File: src/hdl/cnmd_pkg.sv
// shared types, constants and functions of the crossing number minutiae detector
package cnmd_pkg;

  localparam int MAX_WIDTH = 2048;
  localparam int LINE_AW   = $clog2(MAX_WIDTH);
  localparam int COL_W     = 11;
  localparam int ROW_W     = 12;
  localparam int DIM_W     = 12;
  localparam int PIX_W     = 8;
  localparam int CN_W      = 3;
  localparam int WIN_W     = 9;
  localparam int QDEPTH    = 4;
  localparam int QPTR_W    = $clog2(QDEPTH);
  localparam int QCNT_W    = $clog2(QDEPTH + 1);
  localparam int PADDR_W   = 4;
  localparam int PDATA_W   = 32;

  localparam logic [1:0] REG_TARGET = 2'd0;
  localparam logic [1:0] REG_WIDTH  = 2'd1;
  localparam logic [1:0] REG_HEIGHT = 2'd2;

  localparam logic [CN_W-1:0]  TARGET_RST = 3'd1;
  localparam logic [DIM_W-1:0] WIDTH_RST  = 12'd640;
  localparam logic [DIM_W-1:0] HEIGHT_RST = 12'd480;
  localparam logic [DIM_W-1:0] MIN_DIM    = 12'd3;

  typedef struct packed {
    logic [WIN_W-1:0] win;
    logic [ROW_W-1:0] row;
    logic [COL_W-1:0] col;
  } win_req_t;

  typedef struct packed {
    logic     valid;
    win_req_t data;
  } push_req_t;

  typedef struct packed {
    logic              not_empty;
    logic [QCNT_W-1:0] level;
  } q_stat_t;

  function automatic logic [DIM_W-1:0] eff_width(input logic [DIM_W-1:0] w);
    logic [DIM_W-1:0] res;
    res = w;
    if (w < MIN_DIM) res = MIN_DIM;
    if (w > DIM_W'(MAX_WIDTH)) res = DIM_W'(MAX_WIDTH);
    return res;
  endfunction

  function automatic logic [DIM_W-1:0] eff_height(input logic [DIM_W-1:0] h);
    return (h < MIN_DIM) ? MIN_DIM : h;
  endfunction

  // ring order tl, t, tr, r, br, b, bl, l; window bit index is col*3 + row
  function automatic logic [CN_W-1:0] crossing_num(input logic [WIN_W-1:0] w);
    logic [7:0] ring;
    logic [7:0] diff;
    logic [3:0] sum;
    ring = {w[1], w[2], w[5], w[8], w[7], w[6], w[3], w[0]};
    diff = ring ^ {ring[0], ring[7:1]};
    sum  = 4'd0;
    for (int k = 0; k < 8; k++) begin
      sum = sum + {3'd0, diff[k]};
    end
    return sum[3:1];
  endfunction

endpackage

File: src/hdl/cnmd_queue.sv
// short queue of window requests between front and back
module cnmd_queue (
  input  logic                  clk,
  input  logic                  rst_n,
  input  cnmd_pkg::push_req_t   push,
  input  logic                  pop,
  output cnmd_pkg::win_req_t    head,
  output cnmd_pkg::q_stat_t     q_stat
);

  cnmd_pkg::win_req_t            q_mem_r [cnmd_pkg::QDEPTH];
  logic [cnmd_pkg::QPTR_W-1:0]   wr_ptr_r;
  logic [cnmd_pkg::QPTR_W-1:0]   rd_ptr_r;
  logic [cnmd_pkg::QCNT_W-1:0]   count_r;
  logic                          do_pop;

  assign do_pop           = pop && (count_r != '0);
  assign head             = q_mem_r[rd_ptr_r];
  assign q_stat.not_empty = (count_r != '0);
  assign q_stat.level     = count_r;

  always_ff @(posedge clk) begin
    if (push.valid) begin
      q_mem_r[wr_ptr_r] <= push.data;
    end
  end

  always_ff @(posedge clk) begin
    if (!rst_n) begin
      wr_ptr_r <= '0;
      rd_ptr_r <= '0;
      count_r  <= '0;
    end else begin
      if (push.valid) begin
        wr_ptr_r <= wr_ptr_r + 1'b1;
      end
      if (do_pop) begin
        rd_ptr_r <= rd_ptr_r + 1'b1;
      end
      unique case ({push.valid, do_pop})
        2'b10:   count_r <= count_r + 1'b1;
        2'b01:   count_r <= count_r - 1'b1;
        default: count_r <= count_r;
      endcase
    end
  end

`ifndef SYNTH
  a_no_overflow: assert property (@(posedge clk) disable iff (!rst_n)
    count_r <= cnmd_pkg::QCNT_W'(cnmd_pkg::QDEPTH)) else $error("queue overflow");
  a_pop_moves: assert property (@(posedge clk) disable iff (!rst_n)
    (do_pop && !push.valid) |=> (count_r == $past(count_r) - 1'b1))
    else $error("queue count lost a pop");
`endif

endmodule

File: config.mk
export PLATFORM = sky130hd
export DESIGN_NAME = cnmd_queue
export DESIGN_NICKNAME = d
export VERILOG_FILES = /design/src/hdl/cnmd_pkg.sv /design/src/hdl/cnmd_queue.sv
export SDC_FILE = /design/constraint.sdc
export NUM_CORES = 1
export LEC_CHECK = 0
export ABC_AREA = 1
export BUFFER_PORTS_ARGS = -buffer_cell sky130_fd_sc_hd__buf_2
export CORE_ASPECT_RATIO = 0.75
export CORE_MARGIN = 1.5
export CORE_UTILIZATION = 45
export DETAILED_ROUTE_END_ITERATION = 10
export GPL_TIMING_DRIVEN = 0
export HOLD_SLACK_MARGIN = 0.03
export PLACE_DENSITY_LB_ADDON = 0.12
export SETUP_SLACK_MARGIN = 0.02
export SYNTH_ARGS = -nofsm -noshare
export SYNTH_HDL_FRONTEND = slang
export SYNTH_SLANG_ARGS = --single-unit
export TNS_END_PERCENT = 30
File: constraint.sdc
create_clock -name clk -period 2.2 [get_ports clk]
set_input_delay 0.22 -clock clk [delete_from_list [all_inputs] [get_ports clk]]
set_output_delay 0.22 -clock clk [all_outputs]
set_load 0.005 [all_outputs]
==> results summary <==
The cell sitting at the root of the clock tree is a clkbuf_16. Of the post-synthesis cell area, the dominant cell type holds 73.3%. The slowest stage of the critical path is the clkbuf_1 cell. The number of synthesized register bits is 137.

The number of buffers added by the clock tree synthesis step came out at 17. The most numerous cell in the Yosys netlist is edfxtp_1. The worst path in the final design needs a cycle of 1880 ps, including I/O delays and setup. Synthesis produced 374 cells. The peak fanout along the critical path is 10. Adding up every negative setup slack in the final design gives 0 ps. Entering global routing, the biggest net connects 33 pins.

The routed layout has ~3200 vias. TritonCTS built the clock tree. The routed length per instance came out at around 16 um. After detailed routing, the number of vias per cell comes to 5.00. The period utilization is 85.7%. The routability-driven placement congestion ratio is 0.752. The detailed router's first-iteration violation count came out at between 150 and 200.

The row count came out at 33. The startpoint of the most critical hold path is push[24]. The source-to-sink clock delay at the later pin of the worst-skew pair is 410 ps.

The post-synth design cell area came out at 5240 um^2. Sequential cells were found to cover 76.8% of the synthesized design area. The transition at the pin with the smallest max-transition slack came out at 837 ps. The clock arrives with 9.65 ps of skew. The number of distinct library cells after synthesis came out at 18. The first-pass iteration count of the detailed router came out at 4. The floorplan die area is 12300 um^2. The number of buffers between clock root and the deepest sink came out at 2. The routing usage on met3 is around 5.3%. Gates resized during post-CTS repair numbered 0. The max-slew violation count was 0. The static leakage came out at 2.48 nW.

The highest clock rate came out at between 0.5 and 0.6 GHz. The residual antenna-violating net count after detailed routing is 0. The largest delay contributor family on the critical path is buffers and inverters.

The overall die width is 128 um. In this run the critical register-to-register path is launched from count_r[1]$_SDFFE_PN0P_. The required time reported for the critical path endpoint is 1980 ps.

The net total in the final layout came out at 537. In this run the standard cell core region covers about 11000 um^2. Setup repair after global routing left no endpoint under its margin. The routed wire length is between 10000 and 15000 um. The final standard cell area without fillers came out at between 6000 and 7000 um^2. The most instantiated flip-flop cell in the synthesis netlist is edfxtp_1. The commonest cells after synthesis are 128 x edfxtp_1, 70 x nor2_1, 40 x o21ai_0, 32 x o22ai_1, 28 x o21ai_1. The post-CTS clock slew at the launch and capture registers of the worst setup and hold paths is 60 ps.

The utilization after layout came out at about three fifths. The type of the worst min-delay path is in2reg. The half-perimeter wire length of the detailed placement result is 6020 um.

After detailed placement, the total cell area comes to a little under 6000 um^2. The wire length of the first global-routing pass came out at approximately 16000 um. The flow ran to the end, and the final reports show no timing, DRC or antenna violations. The met2 track utilization from global routing came out at 29.1%.

The clock net in this run drives a total of ~140 sinks. The data arrival time at the worst-slack endpoint is 1660 ps. The met1 usage came out at 24.7%.

By area the synthesized netlist is led by edfxtp_1 73%, nor2_1 5.0%, o21ai_0 3.8%. The number of max-cap violations is 0. In the routed design, unresolved DRC markers number 0. The share of async-settable or async-resettable flops after synthesis came out at 0%. The number of nets handed over by synthesis was 416. The starting utilization of the core area is 47.0%.

The fraction of layout instances using a drive strength above 1 came out at 24.8%. The layout-stage area growth over the synthesis result came out at 27.5%. The headroom to the max-slew limit came out at ~44%.

The number of failing hold endpoints at the final stage was 0. Dividing the synthesized area by the synthesized cell count gives 14.0 um^2. The count of buffering cells on the critical path with inverters included came out at 2. STA classifies the critical path startpoint as a register. Global routing used 18.4% of the available tracks.

slightly above 70 I/O pins were placed. The worst setup path is captured at an output pin. The total power draw came out at 7.15 mW. The die boundary height came out at 96.5 um. The number of antenna cells inserted came out at 0. The critical path is of the reg2out type. Global routing finished with a remaining overflow of 0. The filler cell count came out at 926.

The number of setup violations in the final report came out at 0. The maximum VDD drop is 546 uV. The count of buffers inserted at the top-level ports came out at between 70 and 80. The largest total area in the synthesized netlist belongs to edfxtp_1. The number of synthesized flops with an enable pin is 128. The Yosys warning count is 0.

The H-tree depth came out at 4. The initial antenna violation count is 0. The signal on the critical path passes through clkbuf_1 -> o21ai_0 -> o22ai_1 -> buf_2.

On the worst path, the slowest cell contributes a delay of 380 ps. The via count of the first global-routing pass was 3101. In this run the most used layer during global routing was met2. The power per standard cell area is 1070 nW/um^2.
==> per-layer routing <==
metal  wire length, um  share of wire [%]
met5                 0                  0
met4                64               0.60
met3               472                4.4
met2              5130                 48
met1              5000                 47
==> cell families (layout without fill, tap and decap cells) <==
kind of cell	count (synthesis)	in the layout	synth area share [%]
buf+inv	38	172	4.51
fa+ha+maj	6	6	1.58
flops	137	137	76.8
simple gates	88	88	6.37
compound gates	105	105	10.8
==> per-stage QoR <==
| stage | setup slack (ps) | std cells | hold slack [ps] |
|---|---|---|---|
| 2_1_floorplan | 568 | 374 | 319 |
| 3_3_place_gp | 34.0 | 585 | 435 |
| 3_5_place_dp | 449 | 585 | 439 |
| 4_1_cts | 260 | 648 | 35.9 |
| 5_1_grt | 122 | 648 | 36.6 |
| 6_report | 315 | 648 | 49.3 |
==> final cells by class <==
type / instances / area (um^2) / share of cell area, %
plain buffers: 19 / 158 / 2.36
clock buffers: 18 / 429 / 6.42
clock inverters: 14 / 173 / 2.58
inverters: 19 / 78.8 / 1.18
multi-input cells: 199 / 982 / 14.7
flip-flops and latches: 137 / 4020 / 60.2
well taps: 140 / 175 / 2.62
repair buffers: 102 / 666 / 9.96
==> layout by cell type, fill, tap and decap left out <==
master,netlist,layout
ha_1,5,5
fa_1,1,1
edfxtp_1,128,128
clkinv_4,0,1
o21ai_1,28,28
o22ai_1,32,32
clkbuf_1,1,2
a21oi_1,5,5
clkinvlp_4,0,5
buf_4,3,3
buf_2,6,77
buf_6,9,9
clkbuf_16,0,17
dlygate4sd3_1,0,31
bufinv_16,0,3
inv_8,1,1
nand2_1,15,15
nor2_1,70,70
nand3_1,3,3
dfxtp_1,9,9
inv_6,0,3
clkinv_2,0,2
inv_1,17,13
inv_2,1,5
o21ai_0,40,40
==> timing repair <==
| action | 4_1_cts | 5_1_grt |
|---|---|---|
| endpoints found under the hold margin | 122 | 0 |
| setup buffers | 0 | 0 |
| hold buffers | 31 | 0 |
==> final timing paths <==
check / depth (start not counted) / slack [ps] / end
worst max-delay path: 4 / 320 / head[24]
worst min-delay path: 1 / 50 / q_mem_r[3][24]$_DFFE_PP_
worst min register to register: 2 / 490 / register
worst max register to register: 13 / 440 / count_r[2]$_SDFFE_PN0P_
==> registers in the layout (all words and copies together), names as in the netlist, named ones only <==
register,cells
rd_ptr_r,2
q_mem_r,128
count_r,3
wr_ptr_r,2
==> power by group <==
group / leakage (nW) / internal [mW] / switching (mW) / total, mW
Clock: 0.279 / 1.79 / 1.08 / 2.87
Combinational: 0.952 / 0.510 / 0.728 / 1.24
Sequential: 1.25 / 2.99 / 0.0457 / 3.04
Power figures use the tool's default switching activity.
