File: src/hdl/cnmd_pkg.sv
// shared types, constants and functions of the crossing number minutiae detector
package cnmd_pkg;

  localparam int MAX_WIDTH = 2048;
  localparam int LINE_AW   = $clog2(MAX_WIDTH);
  localparam int COL_W     = 11;
  localparam int ROW_W     = 12;
  localparam int DIM_W     = 12;
  localparam int PIX_W     = 8;
  localparam int CN_W      = 3;
  localparam int WIN_W     = 9;
  localparam int QDEPTH    = 4;
  localparam int QPTR_W    = $clog2(QDEPTH);
  localparam int QCNT_W    = $clog2(QDEPTH + 1);
  localparam int PADDR_W   = 4;
  localparam int PDATA_W   = 32;

  localparam logic [1:0] REG_TARGET = 2'd0;
  localparam logic [1:0] REG_WIDTH  = 2'd1;
  localparam logic [1:0] REG_HEIGHT = 2'd2;

  localparam logic [CN_W-1:0]  TARGET_RST = 3'd1;
  localparam logic [DIM_W-1:0] WIDTH_RST  = 12'd640;
  localparam logic [DIM_W-1:0] HEIGHT_RST = 12'd480;
  localparam logic [DIM_W-1:0] MIN_DIM    = 12'd3;

  typedef struct packed {
    logic [WIN_W-1:0] win;
    logic [ROW_W-1:0] row;
    logic [COL_W-1:0] col;
  } win_req_t;

  typedef struct packed {
    logic     valid;
    win_req_t data;
  } push_req_t;

  typedef struct packed {
    logic              not_empty;
    logic [QCNT_W-1:0] level;
  } q_stat_t;

  function automatic logic [DIM_W-1:0] eff_width(input logic [DIM_W-1:0] w);
    logic [DIM_W-1:0] res;
    res = w;
    if (w < MIN_DIM) res = MIN_DIM;
    if (w > DIM_W'(MAX_WIDTH)) res = DIM_W'(MAX_WIDTH);
    return res;
  endfunction

  function automatic logic [DIM_W-1:0] eff_height(input logic [DIM_W-1:0] h);
    return (h < MIN_DIM) ? MIN_DIM : h;
  endfunction

  // ring order tl, t, tr, r, br, b, bl, l; window bit index is col*3 + row
  function automatic logic [CN_W-1:0] crossing_num(input logic [WIN_W-1:0] w);
    logic [7:0] ring;
    logic [7:0] diff;
    logic [3:0] sum;
    ring = {w[1], w[2], w[5], w[8], w[7], w[6], w[3], w[0]};
    diff = ring ^ {ring[0], ring[7:1]};
    sum  = 4'd0;
    for (int k = 0; k < 8; k++) begin
      sum = sum + {3'd0, diff[k]};
    end
    return sum[3:1];
  endfunction

endpackage

File: src/hdl/cnmd_back.sv
// back end: crossing number, minutia mark and output register
module cnmd_back (
  input  logic                        clk,
  input  logic                        rst_n,
  input  cnmd_pkg::q_stat_t           q_stat,
  input  cnmd_pkg::win_req_t          head,
  output logic                        pop,
  input  logic [cnmd_pkg::CN_W-1:0]   target_crossing,
  output logic                        out_valid,
  input  logic                        out_stall,
  output logic [cnmd_pkg::ROW_W-1:0]  out_center_row,
  output logic [cnmd_pkg::COL_W-1:0]  out_center_col,
  output logic [cnmd_pkg::CN_W-1:0]   out_crossing,
  output logic                        out_is_minutia
);

  logic                        out_valid_r;
  logic [cnmd_pkg::ROW_W-1:0]  row_r;
  logic [cnmd_pkg::COL_W-1:0]  col_r;
  logic [cnmd_pkg::CN_W-1:0]   cn_r;
  logic                        mark_r;
  logic [cnmd_pkg::CN_W-1:0]   cn;

  assign cn  = cnmd_pkg::crossing_num(head.win);
  assign pop = q_stat.not_empty && (!out_valid_r || !out_stall);

  always_ff @(posedge clk) begin
    if (!rst_n) begin
      out_valid_r <= 1'b0;
    end else if (!out_valid_r || !out_stall) begin
      out_valid_r <= q_stat.not_empty;
    end
  end

  always_ff @(posedge clk) begin
    if (pop) begin
      row_r  <= head.row;
      col_r  <= head.col;
      cn_r   <= cn;
      mark_r <= head.win[4] && (cn == target_crossing);
    end
  end

  assign out_valid      = out_valid_r;
  assign out_center_row = row_r;
  assign out_center_col = col_r;
  assign out_crossing   = cn_r;
  assign out_is_minutia = mark_r;

`ifndef SYNTH
  a_cn_range: assert property (@(posedge clk) disable iff (!rst_n)
    out_valid_r |-> (cn_r <= cnmd_pkg::CN_W'(4))) else $error("crossing number out of range");
`endif

endmodule

File: config.mk
export PLATFORM = sky130hd
export DESIGN_NAME = cnmd_back
export DESIGN_NICKNAME = d
export VERILOG_FILES = /design/src/hdl/cnmd_pkg.sv /design/src/hdl/cnmd_back.sv
export SDC_FILE = /design/constraint.sdc
export NUM_CORES = 1
export LEC_CHECK = 0
export BUFFER_PORTS_ARGS = -buffer_cell sky130_fd_sc_hd__buf_2
export CORE_MARGIN = 3
export CORE_UTILIZATION = 30
export DETAILED_ROUTE_END_ITERATION = 12
export PLACE_DENSITY = 0.65
export SLEW_MARGIN = 40
export SYNTH_ARGS = -nofsm -noshare
export SYNTH_HDL_FRONTEND = slang
export SYNTH_SLANG_ARGS = --single-unit
File: constraint.sdc
create_clock -name clk -period 3.95 [get_ports clk]
set_input_delay 0.5925 -clock clk [delete_from_list [all_inputs] [get_ports clk]]
set_output_delay 0.5925 -clock clk [all_outputs]
set_load 0.05 [all_outputs]
==> results of run 1 <==
-- cell usage after synthesis, drive strengths merged --
library cell,n,area (um2)
a21boi,1,7.51
o211a,1,10.0
fa,4,80.1
nand4bb,1,11.3
ha,2,25.0
a21oi,1,5.00
dfxtp,1,20.0
nand2,2,7.51
nor4,1,6.26
nand3b,2,15.0
o21a,1,7.51
xnor2,4,35.0
o21ai,1,5.00
nor2b,1,6.26
xor2,7,61.3
edfxtp,27,811
nor3b,1,7.51
nor2,1,3.75
inv,2,7.51
-- state kept, by name, indices dropped and copies added, names as in the netlist --
register and count:
out_center_col 11, out_center_row 12, out_crossing 3, out_is_minutia 1, out_valid 1
-- per-layer routing --
layer / track usage [%] / up-vias / share of wire [%]
met3: 3.49 / 2 / 14
met2: 17.1 / 48 / 47
met4: 5.32 / 0 / 0.96
met1: 9.07 / 350 / 38
met5: 0 / - / 0
li1: - / 368 / -
-- worst max path at each step --
stage                                end      from  cells past startpoint
after floorplan           out_is_minutia  head[23]                     10
after global placement    out_is_minutia  head[23]                     11
after detailed placement  out_is_minutia  head[23]                     11
after CTS                 out_is_minutia  head[23]                     11
after global routing      out_is_minutia  head[23]                     11
final                     out_is_minutia  head[23]                     11
-- cells by family after synthesis --
| family | Yosys count |
|---|---|
| AO/OA/AOI/OAI | 5 |
| flip-flops | 28 |
| buffers and inverters | 2 |
| adder cells (fa/ha/maj) | 6 |
| AND/OR/NAND/NOR | 9 |
| XOR/XNOR | 11 |
-- critical path: cells and delay by family --
kind	cells	cell delay, ns
xor+xnor	3	0.50
fa+ha+maj	4	2.04
buf+inv	2	0.17
simple gates	2	0.32
-- placed cells by master (no fill, tap or decap), drive strengths merged, types with 2 or more instances in the layout --
| cell type | count |
|---|---|
| nand2 | 2 |
| xor2 | 7 |
| fa | 4 |
| inv | 2 |
| nand3b | 2 |
| ha | 2 |
| edfxtp | 27 |
| clkbuf | 3 |
| xnor2 | 4 |
| buf | 68 |
-- cell type report --
class                      instances  area (um2)
fill                             319        1910
sequential                        28         831
timing repair buffer              68         343
multi-input combinational         31         298
tap                               46        57.6
clock buffer                       3        41.3
inverter                           2        7.51
clock inverter                     1        3.75
-- stage by stage --
stage / instance area [um2] / setup slack, ns / total power, mW
6_report: 1580 / 0.404 / 0.811
5_1_grt: 1580 / 0.242 / 0.859
4_1_cts: 1580 / 0.393 / 0.826
3_5_place_dp: 1540 / 0.113 / 0.677
3_3_place_gp: 1540 / 0.176 / 0.664
2_1_floorplan: 1130 / 0.434 / 0.600
-- where the power goes --
part           total [mW]  internal, mW  switching, mW
clock               0.146        0.0694         0.0761
sequential          0.369         0.364        0.00560
combinational       0.297        0.0998          0.197
==> impl_metrics.env, run 1 <==
export IMPL_post_synth_cell_area_avg_um2=18.6
export IMPL_power_leakage_nw=0.690
export IMPL_dp_cells=175
export IMPL_slew_headroom_pct=74.2
export IMPL_area_growth_synth_to_final_pct=39.7
export IMPL_finalHoldViolCount=0
export IMPL_drt_iter0_drc=36
export IMPL_insertion_delay_ns=0.26
export IMPL_synth_area_mux_share_pct=0
export IMPL_vias_per_cell=4.29
export IMPL_fp_coreArea_mm2=0.00349
export IMPL_gp_congestion=0.670
export IMPL_grt_pass1_wl_um=3130
export IMPL_syn_inst=61
export IMPL_track_usage_pct=9.41
export IMPL_synthAdderAreaFrac_pct=9.28
export IMPL_fin_crit_sh_pct=89.8
export IMPL_ys_ff_latch=28
export IMPL_crit_slowest_cell="fa_1"
export IMPL_p_per_area_mw_per_mm2=513
export IMPL_postSynthNetCount=109
export IMPL_dr_pass1_iters=4
export IMPL_drt_total_wl_um=2190
export IMPL_ios=71
export IMPL_clkSlewWorstSetupHoldPaths_ns=0.08
export IMPL_synth_simple_area_share_pct=5.08
export IMPL_fin_crit_ns=3.55
export IMPL_diodes=0
export IMPL_finalClockSkew_ns=0.00163
export IMPL_worst_pin_slew_ns=0.384
export IMPL_r2r_end="out_center_row[11]"
export IMPL_reg2reg_from="out_valid"
export IMPL_final_cell_count_no_fill=179
export IMPL_h_tree_depth=1
export IMPL_max_cap_violations=0
export IMPL_die_y_um=67.4
export IMPL_rows=21
export IMPL_max_freq_ghz=0.282
export IMPL_rsz0062_at_grt="no"
export IMPL_synth_compound_area_share_pct=3.09
export IMPL_tritoncts="yes"
export IMPL_grt_pass1_vias=747
export IMPL_hold_path_class="primary input to register"
export IMPL_reg2regPathDepth=2
export IMPL_netlist_area_mm2=0.00113
export IMPL_slew_viol_final=0
export IMPL_fin_util_pct=45.3
export IMPL_fin_hold_ws_ns=0.500
export IMPL_ir_drop_mv=0.162
export IMPL_hold_buffers=0
export IMPL_dieArea_mm2=0.00455
export IMPL_start_kind="primary input"
export IMPL_start_util_pct=32.4
export IMPL_slowest_delay_ns=0.59
export IMPL_dp_hpwl_um=1840
export IMPL_cts_buffers_inserted=3
export IMPL_hold_depth=1
export IMPL_crit_required_ns=4.03
export IMPL_synth_cell_type_count=19
export IMPL_cts_root_buf="clkbuf_8"
export IMPL_status="finished, final reports clean"
export IMPL_layout_drive_gt1_share_pct=54.1
export IMPL_finalSetupViolations=0
export IMPL_die_w_um=67.4
export IMPL_synth_xor_area_share_pct=8.51
export IMPL_grt_overflow=0
export IMPL_cp_max_fo=4
export IMPL_cp_end_kind="register"
export IMPL_synth_top_family_by_area="adder cells"
export IMPL_num_vias=768
export IMPL_worstSetupPathType="primary input to register"
export IMPL_crit_chain="buf_2, xor2_1, fa_1, fa_1, inv_1, fa_1, nor2_1, fa_1, xor2_1, xor2_1, nor4_1"
export IMPL_r2r_slack_ns=2.84
export IMPL_port_buffers=67
export IMPL_fin_tns_setup_ns=0
export IMPL_ctsResizeCount=0
export IMPL_cpMostUsedCell="fa_1"
export IMPL_ys_seq_area_share_pct=73.4
export IMPL_worstHoldStart="head[16]"
export IMPL_postRouteAntennaNets=0
export IMPL_antenna_found_initial=0
export IMPL_grt_max_degree=29
export IMPL_avgRoutedWirePerCell_um=12.2
export IMPL_nets=182
export IMPL_arrival_ns=3.62
export IMPL_drcViolationCount=0
export IMPL_yosys_warnings=0
export IMPL_whs_endpoint="out_center_row[5]"
export IMPL_post_cts_buffers=0
export IMPL_clock_path_buffers=2
export IMPL_cts_sinks=28
(Power assumes the default switching activity.)
==> run 2, diff against run 1 <==
ABC_AREA = 1   (was unset)
PLACE_DENSITY = 0.64   (was 0.65)
==> run 2 against run 1 <==
Against the previous run: cell count up 8.4%; synthesized cell count up 25%; critical path depth grew 4; critical endpoint unchanged; highest routed layer unchanged.
==> impl_metrics.env, run 2 <==
export IMPL_status="finished, final reports clean"
export IMPL_reg2reg_from="out_valid"
export IMPL_synth_top_cells_by_count="edfxtp_1 (27), nand2_1 (13), inv_1 (8), xor2_1 (5)"
export IMPL_final_cell_mix="buf_2 (67), edfxtp_1 (27), nand2_1 (13)"
export IMPL_avgRoutedWirePerCell_um=11.3
export IMPL_design_area_mm2=0.00162
export IMPL_p_per_area_mw_per_mm2=507
export IMPL_synth_top_area_cell="edfxtp_1"
export IMPL_worst_pin_slew_ns=0.332
export IMPL_gp_congestion=0.697
export IMPL_yosysMostFrequentCell="edfxtp_1"
export IMPL_power_leakage_nw=0.743
export IMPL_grt_pass1_vias=684
export IMPL_netlist_area_mm2=0.00116
export IMPL_max_freq_ghz=0.278
export IMPL_hold_buffers=0
export IMPL_max_cap_violations=0
export IMPL_vias_per_cell=4.22
export IMPL_cts_sinks=28
export IMPL_synth_enable_flop_cells=27
export IMPL_reg2regPathDepth=2
export IMPL_track_usage_pct=8.54
export IMPL_cpMostUsedCell="fa_1"
export IMPL_dp_hpwl_um=1850
export IMPL_drcViolationCount=0
export IMPL_finalHoldViolCount=0
export IMPL_final_cell_count_no_fill=194
export IMPL_die_w_um=68.1
export IMPL_dp_cells=190
export IMPL_fillers=331
export IMPL_post_synth_cell_area_avg_um2=15.2
export IMPL_grt_pass1_wl_um=2880
export IMPL_cp_end_kind="register"
export IMPL_cpLargestDelayFamily="adder cells"
export IMPL_diodes=0
export IMPL_nets=197
export IMPL_r2r_end="out_center_row[6]"
export IMPL_cp_max_fo=3
export IMPL_postRouteAntennaNets=0
export IMPL_fp_coreArea_mm2=0.00352
export IMPL_postSynthNetCount=124
export IMPL_critPathBufInv=3
export IMPL_power_uw=819
export IMPL_dieArea_mm2=0.00463
export IMPL_grt_overflow=0
export IMPL_hold_depth=2
export IMPL_dr_pass1_iters=4
export IMPL_cts_buffers_inserted=3
export IMPL_ys_seq_area_share_pct=71.9
export IMPL_worstSetupPathType="primary input to register"
export IMPL_slew_headroom_pct=77.9
export IMPL_fin_hold_ws_ns=0.500
export IMPL_async_reset_ff_share_pct=0
export IMPL_ys_top_cells_by_area="edfxtp_1 (70%), fa_1 (6.9%), nand2_1 (4.2%), xor2_1 (3.8%), inv_1 (2.6%)"
export IMPL_arrival_ns=3.61
export IMPL_ir_drop_mv=0.147
export IMPL_start_util_pct=32.8
export IMPL_clkSlewWorstSetupHoldPaths_ns=0.09
export IMPL_tritoncts="yes"
export IMPL_layout_drive_gt1_share_pct=51.4
export IMPL_syn_inst=76
export IMPL_worstHoldStart="out_valid"
export IMPL_yosys_warnings=0
export IMPL_slowest_delay_ns=0.55
export IMPL_die_y_um=68.1
export IMPL_crit_required_ns=3.97
export IMPL_insertion_delay_ns=0.26
export IMPL_ctsResizeCount=0
export IMPL_multi_input_area_um2=295
export IMPL_largest_reg_flops=12
export IMPL_port_buffers=67
export IMPL_hold_path_class="register to register"
export IMPL_crit_chain="buf_2, xor2_1, fa_1, fa_1, inv_1, fa_1, a21oi_1, and2_2, fa_1, inv_1, nand2_1, nand3_1, nor2_1, nand2_1, nor2_2"
export IMPL_ios=71
export IMPL_placed_cell_area_mm2=0.00156
export IMPL_r2r_slack_ns=2.83
export IMPL_synth_cell_type_count=17
export IMPL_area_growth_synth_to_final_pct=39.7
export IMPL_clock_path_buffers=2
export IMPL_h_tree_depth=1
export IMPL_finalClockSkew_ns=0.00419
export IMPL_slew_viol_final=0
export IMPL_ys_ff_latch=28
export IMPL_whs_endpoint="out_valid"
export IMPL_finalSetupViolations=0
export IMPL_crit_slowest_cell="fa_1"
export IMPL_fin_tns_setup_ns=0
export IMPL_antenna_found_initial=0
export IMPL_drt_iter0_drc=39
export IMPL_cts_root_buf="clkbuf_8"
export IMPL_grt_max_degree=29
export IMPL_final_common_cell="buf_2"
export IMPL_num_vias=818
export IMPL_post_cts_buffers=0
export IMPL_seq_area_um2=831
export IMPL_fin_crit_sh_pct=90.9
export IMPL_drt_total_wl_um=2190
export IMPL_rsz0062_at_grt="no"
export IMPL_synth_ff_type="edfxtp_1"
export IMPL_rows=21
export IMPL_synth_top_area_share_pct=70.1
export IMPL_fin_crit_ns=3.59
export IMPL_start_kind="primary input"
[run 2: changes by cell type in the layout (fill, tap and decap cells not counted), moves of 2 or more]
cell | before | now
nand3_1 | 0 | 4
inv_1 | 2 | 8
nand3b_1 | 2 | 0
nand2_1 | 2 | 13
xor2_1 | 7 | 5
xnor2_1 | 4 | 2
[run 2: report_power, final]
| group | internal [mW] | switching (mW) | total, mW | leakage (nW) |
|---|---|---|---|---|
| clock network | 0.0888 | 0.0755 | 0.164 | 0.0288 |
| logic | 0.0896 | 0.197 | 0.286 | 0.444 |
| registers | 0.363 | 0.00553 | 0.368 | 0.270 |
| total | 0.541 | 0.278 | 0.819 | 0.743 |
[run 2: layer usage]
metal	track usage, %	wire length, um	vias up
li1	-	-	401
met1	8.47	790	366
met2	15.4	1060	49
met3	2.63	312	2
met4	5.21	23	0
met5	0	0	-
[run 2: metrics by stage]
step	setup slack [ns]	util, %
2_1_floorplan	0.337	-
3_3_place_gp	0.115	44.3
3_5_place_dp	0.0278	44.3
4_1_cts	0.314	45.9
5_1_grt	0.146	45.9
6_report	0.359	45.9
[run 2: cell families (layout without fill, tap and decap cells)]
family,count (synthesis),in the layout,share of synthesized area (%)
xor gates and xnor gates,7,7,5.30
AOI/OAI and AO/OA,4,4,1.95
buffers and inverters,9,81,2.92
adders and majority gates,6,6,9.09
DFF,28,28,71.9
and+or+nand+nor,22,22,8.88
[run 2: worst max-delay path by stage]
stage	cells past startpoint	endpoint	start	slack [ns]
3_3_place_gp	15	out_is_minutia	head[23]	0.11
6_report	15	out_is_minutia	head[23]	0.36
4_1_cts	15	out_is_minutia	head[23]	0.31
5_1_grt	16	out_is_minutia	head[23]	0.15
2_1_floorplan	14	out_is_minutia	head[23]	0.34
3_5_place_dp	15	out_is_minutia	head[23]	0.03
[run 2: layout make-up]
class                           instances  area share (%)
Inverter                                9            2.09
Clock buffer                            4            3.41
Multi-Input combinational cell         39            18.3
Timing Repair Buffer                   68            21.2
Sequential cell                        28            51.4
Tap cell                               46            3.56
[run 2: tightest hold or removal path, delay by kind of cell (launching register included)]
family	cells	cell delay [ns]
AND/OR/NAND/NOR	1	0.06
flip-flops	1	0.34
AO/OA/AOI/OAI	1	0.06
